**src/mts_pkg.sv**
```systemverilog
// mts_pkg: shared types, codes and constants of the micro token scanner
// no dependencies; used by mts_scanner, mts_token_queue and micro_token_scanner
package mts_pkg;

  localparam int POS_BITS_DEF = 16;
  localparam int OUT_BITS     = 16;
  localparam int QDEPTH       = 4;
  localparam int QPTR_BITS    = $clog2(QDEPTH);
  localparam int QCNT_BITS    = $clog2(QDEPTH + 1);

  typedef enum logic [3:0] {
    KIND_IDENT  = 4'd0,
    KIND_INT    = 4'd1,
    KIND_BEGIN  = 4'd2,
    KIND_END    = 4'd3,
    KIND_READ   = 4'd4,
    KIND_WRITE  = 4'd5,
    KIND_ASSIGN = 4'd6,
    KIND_MINUS  = 4'd7,
    KIND_PLUS   = 4'd8,
    KIND_LPAREN = 4'd9,
    KIND_RPAREN = 4'd10,
    KIND_SEMI   = 4'd11,
    KIND_COMMA  = 4'd12,
    KIND_ERROR  = 4'd13,
    KIND_EOF    = 4'd14
  } kind_t;

  typedef enum logic [2:0] {
    MODE_IDLE    = 3'd0,
    MODE_IDENT   = 3'd1,
    MODE_INT     = 3'd2,
    MODE_COLON   = 3'd3,
    MODE_MINUS   = 3'd4,
    MODE_COMMENT = 3'd5
  } mode_t;

  typedef enum logic {
    CMD_BYTE = 1'b0,
    CMD_END  = 1'b1
  } cmd_t;

  // keyword text, first character in the lowest byte
  localparam logic [39:0] KW_BEGIN = 40'h6E69676562;
  localparam logic [23:0] KW_END   = 24'h646E65;
  localparam logic [31:0] KW_READ  = 32'h64616572;
  localparam logic [39:0] KW_WRITE = 40'h6574697277;
  localparam int          KW_BYTES = 5;

  localparam logic [7:0] CH_NL     = 8'h0A;
  localparam logic [7:0] CH_COLON  = 8'h3A;
  localparam logic [7:0] CH_EQ     = 8'h3D;
  localparam logic [7:0] CH_MINUS  = 8'h2D;
  localparam logic [7:0] CH_UNDER  = 8'h5F;
  localparam logic [7:0] CH_PLUS   = 8'h2B;
  localparam logic [7:0] CH_LPAREN = 8'h28;
  localparam logic [7:0] CH_RPAREN = 8'h29;
  localparam logic [7:0] CH_SEMI   = 8'h3B;
  localparam logic [7:0] CH_COMMA  = 8'h2C;

  typedef struct packed {
    kind_t                kind;
    logic [OUT_BITS-1:0]  start;
    logic [OUT_BITS-1:0]  length;
    logic                 last;
  } tok_t;

  // tokens handed from the scanner to the queue in one cycle
  typedef struct packed {
    logic [1:0] cnt;
    tok_t       tok0;
    tok_t       tok1;
  } push_t;

  // clamp a position or length to the output field width
  function automatic logic [OUT_BITS-1:0] sat_out(input logic [31:0] v);
    logic [OUT_BITS-1:0] r;
    if (|v[31:OUT_BITS]) r = '1;
    else r = v[OUT_BITS-1:0];
    return r;
  endfunction

endpackage

```
**src/micro_token_scanner.sv**
```systemverilog
// micro_token_scanner: top level of the streaming lexical scanner
// depends on mts_pkg, mts_scanner and mts_token_queue
//
//  channel | direction | tdata                          | tuser      | tlast
//  --------+-----------+--------------------------------+------------+---------------
//  in_     | slave     | char_byte [7:0]                | command    | -
//  out_    | master    | kind, start, length (40 bits)  | -          | last of a run
//
// one byte is taken per cycle while in_tready is high; the scan state is updated from
// the input register once the queue has room, and the tokens go into a 4-entry queue
// a byte that yields two tokens puts both into the queue at once; they leave it one by one
// rst_n is synchronous and active low; it clears the scan mode, position and queue
// in_tready drops only while the input register holds a byte and the queue has
// fewer than two free entries
module micro_token_scanner #(
  parameter int POS_BITS = mts_pkg::POS_BITS_DEF
) (
  input  logic        clk,
  input  logic        rst_n,
  input  logic        in_tvalid,
  output logic        in_tready,
  input  logic [7:0]  in_tdata,   // [7:0] char_byte
  input  logic        in_tuser,   // [0] command: 0 text byte, 1 end of input
  output logic        out_tvalid,
  input  logic        out_tready,
  output logic [39:0] out_tdata,  // [3:0] token_kind, [19:4] token_start,
                                  // [35:20] token_length, [39:36] zero
  output logic        out_tlast   // run_last
);

  mts_pkg::push_t push;
  logic           room;

  // per-byte scan logic and pending token state
  mts_scanner #(
    .POS_BITS (POS_BITS)
  ) u_scanner (
    .clk       (clk),
    .rst_n     (rst_n),
    .in_tvalid (in_tvalid),
    .in_tready (in_tready),
    .in_tdata  (in_tdata),
    .in_tuser  (in_tuser),
    .room      (room),
    .push      (push)
  );

  // result queue, separates the scan from output stalls
  mts_token_queue u_queue (
    .clk        (clk),
    .rst_n      (rst_n),
    .push       (push),
    .room       (room),
    .out_tvalid (out_tvalid),
    .out_tready (out_tready),
    .out_tdata  (out_tdata),
    .out_tlast  (out_tlast)
  );

endmodule

```
**src/mts_scanner.sv**
```systemverilog
// mts_scanner: input register, scan state and per-byte token logic
// depends on mts_pkg; feeds mts_token_queue
module mts_scanner #(
  parameter int POS_BITS = mts_pkg::POS_BITS_DEF
) (
  input  logic            clk,
  input  logic            rst_n,
  input  logic            in_tvalid,
  output logic            in_tready,
  input  logic [7:0]      in_tdata,
  input  logic            in_tuser,
  input  logic            room,
  output mts_pkg::push_t  push
);

  localparam int OUT_BITS_L = mts_pkg::OUT_BITS;

  logic                   item_v_r;
  logic                   item_cmd_r;
  logic [7:0]             item_byte_r;
  mts_pkg::mode_t         mode_r, mode_nxt;
  logic [POS_BITS-1:0]    pos_r, pos_nxt;
  logic [POS_BITS-1:0]    pstart_r, pstart_nxt;
  logic [POS_BITS-1:0]    plen_r, plen_nxt;
  logic [39:0]            prefix_r, prefix_nxt;
  logic                   take;

  function automatic logic [POS_BITS-1:0] sat_inc(input logic [POS_BITS-1:0] v);
    logic [POS_BITS-1:0] r;
    if (&v) r = v;
    else r = v + POS_BITS'(1);
    return r;
  endfunction

  assign take      = item_v_r & room;
  assign in_tready = ~item_v_r | room;

  always_ff @(posedge clk) begin
    if (!rst_n) begin
      item_v_r <= 1'b0;
    end else if (in_tready) begin
      item_v_r <= in_tvalid;
    end
    if (in_tready && in_tvalid) begin
      item_cmd_r  <= in_tuser;
      item_byte_r <= in_tdata;
    end
  end

  always_ff @(posedge clk) begin
    if (!rst_n) begin
      mode_r   <= mts_pkg::MODE_IDLE;
      pos_r    <= '0;
      pstart_r <= '0;
      plen_r   <= '0;
      prefix_r <= '0;
    end else if (take) begin
      mode_r   <= mode_nxt;
      pos_r    <= pos_nxt;
      pstart_r <= pstart_nxt;
      plen_r   <= plen_nxt;
      prefix_r <= prefix_nxt;
    end
  end

  always_comb begin
    logic [7:0]      c;
    logic            is_alpha, is_digit, is_space, word_ch;
    logic            flush_ok, flush_v, sec_v, do_fresh, do_ext;
    mts_pkg::tok_t   flush_tok, sec_tok;
    mts_pkg::kind_t  id_kind;
    logic [OUT_BITS_L-1:0] dummy;

    c        = item_byte_r;
    is_alpha = (c >= 8'h61 && c <= 8'h7A) || (c >= 8'h41 && c <= 8'h5A);
    is_digit = (c >= 8'h30 && c <= 8'h39);
    is_space = (c == 8'h20) || (c >= 8'h09 && c <= 8'h0D);
    word_ch  = is_alpha | is_digit | (c == mts_pkg::CH_UNDER);
    dummy    = '0;

    // exact keyword match on length and text
    if (plen_r == POS_BITS'(5) && prefix_r == mts_pkg::KW_BEGIN)
      id_kind = mts_pkg::KIND_BEGIN;
    else if (plen_r == POS_BITS'(3) && prefix_r[23:0] == mts_pkg::KW_END)
      id_kind = mts_pkg::KIND_END;
    else if (plen_r == POS_BITS'(4) && prefix_r[31:0] == mts_pkg::KW_READ)
      id_kind = mts_pkg::KIND_READ;
    else if (plen_r == POS_BITS'(5) && prefix_r == mts_pkg::KW_WRITE)
      id_kind = mts_pkg::KIND_WRITE;
    else id_kind = mts_pkg::KIND_IDENT;

    // token that the pending run turns into when it is cut off
    flush_tok.start  = mts_pkg::sat_out(32'(pstart_r));
    flush_tok.last   = 1'b0;
    flush_ok         = 1'b1;
    unique case (mode_r)
      mts_pkg::MODE_IDENT: begin
        flush_tok.kind   = id_kind;
        flush_tok.length = mts_pkg::sat_out(32'(plen_r));
      end
      mts_pkg::MODE_INT: begin
        flush_tok.kind   = mts_pkg::KIND_INT;
        flush_tok.length = mts_pkg::sat_out(32'(plen_r));
      end
      mts_pkg::MODE_COLON: begin
        flush_tok.kind   = mts_pkg::KIND_ERROR;
        flush_tok.length = OUT_BITS_L'(1);
      end
      mts_pkg::MODE_MINUS: begin
        flush_tok.kind   = mts_pkg::KIND_MINUS;
        flush_tok.length = OUT_BITS_L'(1);
      end
      default: begin
        flush_ok         = 1'b0;
        flush_tok.kind   = mts_pkg::KIND_ERROR;
        flush_tok.length = dummy;
      end
    endcase

    flush_v        = 1'b0;
    sec_v          = 1'b0;
    do_fresh       = 1'b0;
    do_ext         = 1'b0;
    sec_tok.kind   = mts_pkg::KIND_ERROR;
    sec_tok.start  = mts_pkg::sat_out(32'(pos_r));
    sec_tok.length = OUT_BITS_L'(1);
    sec_tok.last   = 1'b1;
    mode_nxt       = mode_r;
    pos_nxt        = sat_inc(pos_r);
    pstart_nxt     = pstart_r;
    plen_nxt       = plen_r;
    prefix_nxt     = prefix_r;

    if (item_cmd_r == mts_pkg::CMD_END) begin
      flush_v        = flush_ok;
      sec_v          = 1'b1;
      sec_tok.kind   = mts_pkg::KIND_EOF;
      sec_tok.length = '0;
      mode_nxt       = mts_pkg::MODE_IDLE;
      pos_nxt        = '0;
      pstart_nxt     = '0;
      plen_nxt       = '0;
      prefix_nxt     = '0;
    end else begin
      unique case (mode_r)
        mts_pkg::MODE_IDENT: begin
          if (word_ch) do_ext = 1'b1;
          else begin
            flush_v  = 1'b1;
            do_fresh = 1'b1;
          end
        end
        mts_pkg::MODE_INT: begin
          if (is_digit || c == mts_pkg::CH_UNDER) do_ext = 1'b1;
          else begin
            flush_v  = 1'b1;
            do_fresh = 1'b1;
          end
        end
        mts_pkg::MODE_COLON: begin
          if (c == mts_pkg::CH_EQ) begin
            sec_v          = 1'b1;
            sec_tok.kind   = mts_pkg::KIND_ASSIGN;
            sec_tok.start  = mts_pkg::sat_out(32'(pstart_r));
            sec_tok.length = OUT_BITS_L'(2);
            mode_nxt       = mts_pkg::MODE_IDLE;
          end else begin
            flush_v  = 1'b1;
            do_fresh = 1'b1;
          end
        end
        mts_pkg::MODE_MINUS: begin
          if (c == mts_pkg::CH_MINUS) mode_nxt = mts_pkg::MODE_COMMENT;
          else begin
            flush_v  = 1'b1;
            do_fresh = 1'b1;
          end
        end
        mts_pkg::MODE_COMMENT: begin
          if (c == mts_pkg::CH_NL) mode_nxt = mts_pkg::MODE_IDLE;
        end
        default: do_fresh = 1'b1;
      endcase

      if (do_ext) begin
        if (plen_r < POS_BITS'(mts_pkg::KW_BYTES)) begin
          prefix_nxt[{plen_r[2:0], 3'b000} +: 8] = c;
        end
        plen_nxt = sat_inc(plen_r);
      end

      if (do_fresh) begin
        mode_nxt = mts_pkg::MODE_IDLE;
        priority if (is_space) begin
          mode_nxt = mts_pkg::MODE_IDLE;
        end else if (is_alpha || is_digit || c == mts_pkg::CH_COLON ||
                     c == mts_pkg::CH_MINUS) begin
          priority if (is_alpha) mode_nxt = mts_pkg::MODE_IDENT;
          else if (is_digit) mode_nxt = mts_pkg::MODE_INT;
          else if (c == mts_pkg::CH_COLON) mode_nxt = mts_pkg::MODE_COLON;
          else mode_nxt = mts_pkg::MODE_MINUS;
          pstart_nxt = pos_r;
          plen_nxt   = POS_BITS'(1);
          prefix_nxt = {32'h0, c};
        end else begin
          sec_v = 1'b1;
          priority if (c == mts_pkg::CH_PLUS) sec_tok.kind = mts_pkg::KIND_PLUS;
          else if (c == mts_pkg::CH_LPAREN) sec_tok.kind = mts_pkg::KIND_LPAREN;
          else if (c == mts_pkg::CH_RPAREN) sec_tok.kind = mts_pkg::KIND_RPAREN;
          else if (c == mts_pkg::CH_SEMI) sec_tok.kind = mts_pkg::KIND_SEMI;
          else if (c == mts_pkg::CH_COMMA) sec_tok.kind = mts_pkg::KIND_COMMA;
          else sec_tok.kind = mts_pkg::KIND_ERROR;
        end
      end
    end

    push.cnt       = take ? ({1'b0, flush_v} + {1'b0, sec_v}) : 2'd0;
    push.tok0      = flush_v ? flush_tok : sec_tok;
    push.tok0.last = ~(flush_v & sec_v);
    push.tok1      = sec_tok;
  end

endmodule

```
**src/mts_token_queue.sv**
```systemverilog
// mts_token_queue: small token queue that takes up to two tokens a cycle while it has room for two
// depends on mts_pkg; drives the result stream of micro_token_scanner
module mts_token_queue (
  input  logic                          clk,
  input  logic                          rst_n,
  input  mts_pkg::push_t                push,
  output logic                          room,
  output logic                          out_tvalid,
  input  logic                          out_tready,
  output logic [39:0]                   out_tdata,
  output logic                          out_tlast
);

  mts_pkg::tok_t                  q_r [mts_pkg::QDEPTH];
  logic [mts_pkg::QPTR_BITS-1:0]  wr_r, rd_r;
  logic [mts_pkg::QCNT_BITS-1:0]  cnt_r, cnt_nxt;
  logic                           pop;
  mts_pkg::tok_t                  head;

  assign head       = q_r[rd_r];
  assign pop        = out_tvalid & out_tready;
  assign out_tvalid = (cnt_r != '0);
  assign out_tdata  = {4'h0, head.length, head.start, head.kind};
  assign out_tlast  = head.last;
  // room for two tokens, whatever the head does this cycle
  assign room       = (cnt_r <= mts_pkg::QCNT_BITS'(mts_pkg::QDEPTH - 2));
  assign cnt_nxt    = cnt_r + mts_pkg::QCNT_BITS'(push.cnt)
                    - mts_pkg::QCNT_BITS'(pop);

  always_ff @(posedge clk) begin
    if (!rst_n) begin
      wr_r  <= '0;
      rd_r  <= '0;
      cnt_r <= '0;
    end else begin
      wr_r  <= wr_r + mts_pkg::QPTR_BITS'(push.cnt);
      rd_r  <= rd_r + mts_pkg::QPTR_BITS'(pop);
      cnt_r <= cnt_nxt;
    end
    if (push.cnt != 2'd0) q_r[wr_r] <= push.tok0;
    if (push.cnt == 2'd2) q_r[wr_r + mts_pkg::QPTR_BITS'(1)] <= push.tok1;
  end

endmodule

```
**config.mk**
```make
export PLATFORM = sky130hd
export DESIGN_NAME = micro_token_scanner
export DESIGN_NICKNAME = d
export VERILOG_FILES = /design/src/mts_pkg.sv /design/src/micro_token_scanner.sv /design/src/mts_scanner.sv /design/src/mts_token_queue.sv
export SDC_FILE = /design/constraint.sdc
export NUM_CORES = 1
export LEC_CHECK = 0
export BUFFER_PORTS_ARGS = -buffer_cell sky130_fd_sc_hd__buf_2
export CAP_MARGIN = 40
export CORE_ASPECT_RATIO = 1.1
export CORE_MARGIN = 1
export CORE_UTILIZATION = 30
export DETAILED_ROUTE_END_ITERATION = 12
export PLACE_DENSITY = 0.55
export SLEW_MARGIN = 20
export SYNTH_ARGS = -nofsm -noshare
export SYNTH_HDL_FRONTEND = slang
export SYNTH_HIERARCHICAL = 1
export SYNTH_SLANG_ARGS = --single-unit
export TNS_END_PERCENT = 1
```
**constraint.sdc**
```tcl
create_clock -name clk -period 8 [get_ports clk]
set_clock_uncertainty 0.1 [all_clocks]
set_input_delay 0.4 -clock clk [delete_from_list [all_inputs] [get_ports clk]]
set_output_delay 0.4 -clock clk [all_outputs]
set_load 0.02 [all_outputs]
```
==> impl_results.md <==
* Outcome: completed
* Resized Gates After CTS at 0
* Final setup viols at 0
* Sequential fraction of the synthesis area at around 50%
* Ratio of cells with drive above 1 in the final layout at roughly a third
* Worst-path cell chain: nand3_1, nor3b_1, o22ai_1, or3_1, nand3b_1, nand2_1, ha_1, and3_1, and4bb_2, buf_4, mux2_2
* Synth top area cells: edfxtp_1 36%, dfxtp_1 15%, mux2_2 13%, mux4_2 6.3%, mux2_4 3.4%
* FF-to-FF setup slack at between 2 and 3 ns
* DRT met1 WL at between 10 and 15 mm
* Unrepaired setup endpoints after global routing: false
* Site Rows at 80
* Synth area leader: edfxtp_1
* All-layer global routing usage at ~14%
* Post-synthesis cell area at between 10000 and 15000 um2
* P_leak at approximately 5.3 nW
* CP Data Required Time at between 8 and 9 ns
* Worst vdd ir at roughly 110 uV
* DR WL/cell at ~20 um
* Clk Latency, worst-skew pair at between 0.5 and 0.6 ns
* Maximum buffer depth of the clock tree at 3
* Min Hold Slack at roughly 0.15 ns
* R2R depth at 11
* Largest net degree at the start of global routing at 38
* Worst slew margin at 43.3%
* Pre-antenna DRT Iters at 5
* Root Driver: clkbuf_16
* Die area at 45100 um2
* CP endpoint: u_queue/q_r[3][5]$_DFFE_PP_
* Max-slew violations at 0
* Vias in the first global route at about 8.4k
* PD cells at 224 nW/um2
* Timing-limited maximum frequency at between 0.15 and 0.2 GHz
* DRT iter0 DRCs at 443
* Fill cell count at ~4.3k
* Routed wl met2 at approximately 16 mm
* Hold Vio Cnt, Final at 0
* Routability Congestion at just over 0.8
* Initial antenna violation count at 0
* CP endpoint kind: register
* Nets at around 1.1k
* CP max FO at 23
* # clock sinks at around 260
* Core area at ~44000 um2
* Worst Path Arrival at between 5 and 6 ns
* Met3 WL at around 1.3 mm
* Synth Area per Inst at 13.1 um2
* CTS tree: built
* Vias at about 8.3k
* Layout area overhead at 13.5%
* Largest delay share family, worst path: simple AND/OR/NAND/NOR gates
* Nature of the critical path startpoint: register
* GRT overflow at 0
* Setup TNS Final at 0 ns
* Post-synth ARST share at 0%
* Yosys top cell area share at about 36%
* Multi-input logic area at around 6000 um2
* Post-CTS Setup Inserts at 0
* Die height at 223 um
* First-pass GRT wire length at ~50 mm
* WP buf/inv at 1
* Synth Flop Type: edfxtp_1
* Number of flops mapped to enable cells by yosys at ~160
* Initial core utilization at between 30% and 40%
* Kind of critical path: reg2reg
* Total wire length at roughly 33 mm
* MaxCap Viol Count at 0
* HP Start: out_tready
* Least-Margin Pin Slew at between 0.8 and 0.9 ns
* Util after Layout at 34.6%
* CTS buffer count at 28
* HPWL after detailed placement at roughly 21 mm
* Post-DR vias/cell at roughly 5.0
* Reg area at around 6700 um2
* Worst flop-to-flop path endpoint: u_queue/q_r[3][5]$_DFFE_PP_
* CTS clk-pin slew, worst paths at 0.06 ns
* Port-buffer cells at 51
* Worst hold-check path type: in2reg
* Period utilization at between 60 and 70%
* Ys Warns at 6
* I/O pin count at between 50 and 60
* CP max stage cell: and4bb_2
* DR DRC count at 0
* Antenna Nets Post-Route at 0
* Die X at between 200 and 250 um
* CTS H-Tree Depth at 1
* Critical R2R Launch: u_scanner/item_byte_r[3]$_DFFE_PP_
* # diodes at 0
* Min cycle time layout at around 5.2 ns
* Cells after synthesis at 1010
* Worst path depth at 11
* Library cells used by synthesis at a little under 80
* Top routing layer in use: met4
* Synth Register Bits at roughly 260
* CP max stage delay at around 0.8 ns
* CP Launch Point: u_scanner/item_byte_r[3]$_DFFE_PP_
## report_power, final
part | leakage [nW] | internal, mW | switching [mW]
clock network | 0.451 | 0.767 | 0.527
registers | 2.29 | 1.45 | 0.0648
logic | 2.60 | 0.239 | 0.330
total | 5.34 | 2.46 | 0.922
## worst reg2reg max path, cell delays in order (launching register included)
cell and delay (ns):
edfxtp_1 0.73, nand3_1 0.27, nor3b_1 0.41, o22ai_1 0.19
or3_1 0.54, nand3b_1 0.23, nand2_1 0.10, ha_1 0.31
and3_1 0.30, and4bb_2 0.79, buf_4 0.55, mux2_2 0.41
## Yosys cell counts (all sizes together), types with 3 or more instances
master   instances
nand2           45
nand3b           4
mux4            37
o21a             4
or4              3
a21o             5
xnor2            7
nor3            18
conb             3
o211ai           4
xor2            17
nor2            53
edfxtp         157
a21boi           3
nand4b           4
o21ai           10
o31ai           10
a31oi            4
a21oi           17
nor4            12
clkbuf          27
ha               9
nor4b            5
dfxtp           99
buf             52
a2bb2oi          3
and2            18
nor2b           10
mux2           179
nand2b           8
nand3           27
inv             21
and3            16
a211oi           3
or3              5
mux2i            6
nor3b            4
and4bb           4
a22o            51
nand4           15
## what timing repair did
action,in CTS,in global routing
endpoints found under the setup margin,0,0
hold buffers,10,0
hold endpoints to repair,10,0
## worst min-delay path by stage
stage	to	slack, ns	cells past startpoint
finish	u_queue/rd_r[0]$_SDFF_PN0_	0.15	3
global route	u_queue/rd_r[0]$_SDFF_PN0_	0.15	3
CTS	u_queue/rd_r[0]$_SDFF_PN0_	0.13	3
detailed placement	u_scanner/prefix_r[7]$_SDFFE_PN0P_	0.35	1
global placement	u_scanner/prefix_r[39]$_SDFFE_PN0P_	0.34	1
floorplan	u_scanner/prefix_r[15]$_SDFFE_PN0P_	0.32	1
## layer usage
layer	up-vias	track usage, %
li1	3959	-
met4	0	3.35
met1	4116	19.1
met2	170	24.4
met3	47	1.57
met5	-	0
## area by class of cell
cell class                      instances  share of cell area (%)
Timing Repair Buffer                   82                    3.84
Multi-Input combinational cell        670                    40.3
Sequential cell                       256                    44.5
Tap cell                              574                    4.77
Inverter                               21                   0.523
Clock inverter                          7                   0.390
Clock buffer                           45                    5.75
## logic make-up after synthesis
kind of cell | after synthesis | share of synthesized area (%)
compound gates | 132 | 8.20
xor+xnor | 26 | 1.92
fa+ha+maj | 10 | 1.00
buf+inv | 100 | 4.70
flops | 256 | 50.5
mux | 222 | 22.8
other cells | 3 | 0.0849
simple gates | 261 | 10.8
## cell usage in the layout (no fill, tap or decap), types with 16 or more instances in the layout
cell type / n
a22o_1: 51
mux4_2: 37
mux2_4: 30
and2_1: 17
inv_1: 21
conb_1: 19
dfxtp_1: 97
nand3_1: 27
buf_2: 51
nor2_1: 51
edfxtp_1: 157
and3_1: 16
xor2_1: 17
nand2_1: 45
mux2_2: 149
clkbuf_16: 29
nor3_1: 17
## flip-flops by register name (all words and copies together) (netlist names)
register               flops
u_queue/wr_r               2
u_scanner/plen_r          16
u_scanner/pos_r           16
u_queue/q_r              148
u_scanner/item_v_r         1
u_queue/rd_r               2
u_scanner/prefix_r        40
u_scanner/mode_r           3
u_scanner/item_cmd_r       1
u_scanner/item_byte_r      8
u_queue/cnt_r              3
u_scanner/pstart_r        16
## stage by stage
| stage | cell area, um2 | std cells | setup slack, ns | power (mW) |
|---|---|---|---|---|
| global placement | 13900 | 1587 | 2.95 | 2.11 |
| global route | 15100 | 1655 | 2.57 | 3.51 |
| finish | 15100 | 1655 | 2.83 | 3.38 |
| detailed placement | 14000 | 1592 | 2.91 | 2.12 |
| CTS | 15100 | 1654 | 2.88 | 3.43 |
| floorplan | 13300 | 1026 | 2.31 | 1.93 |
Power figures use the tool's default switching activity.
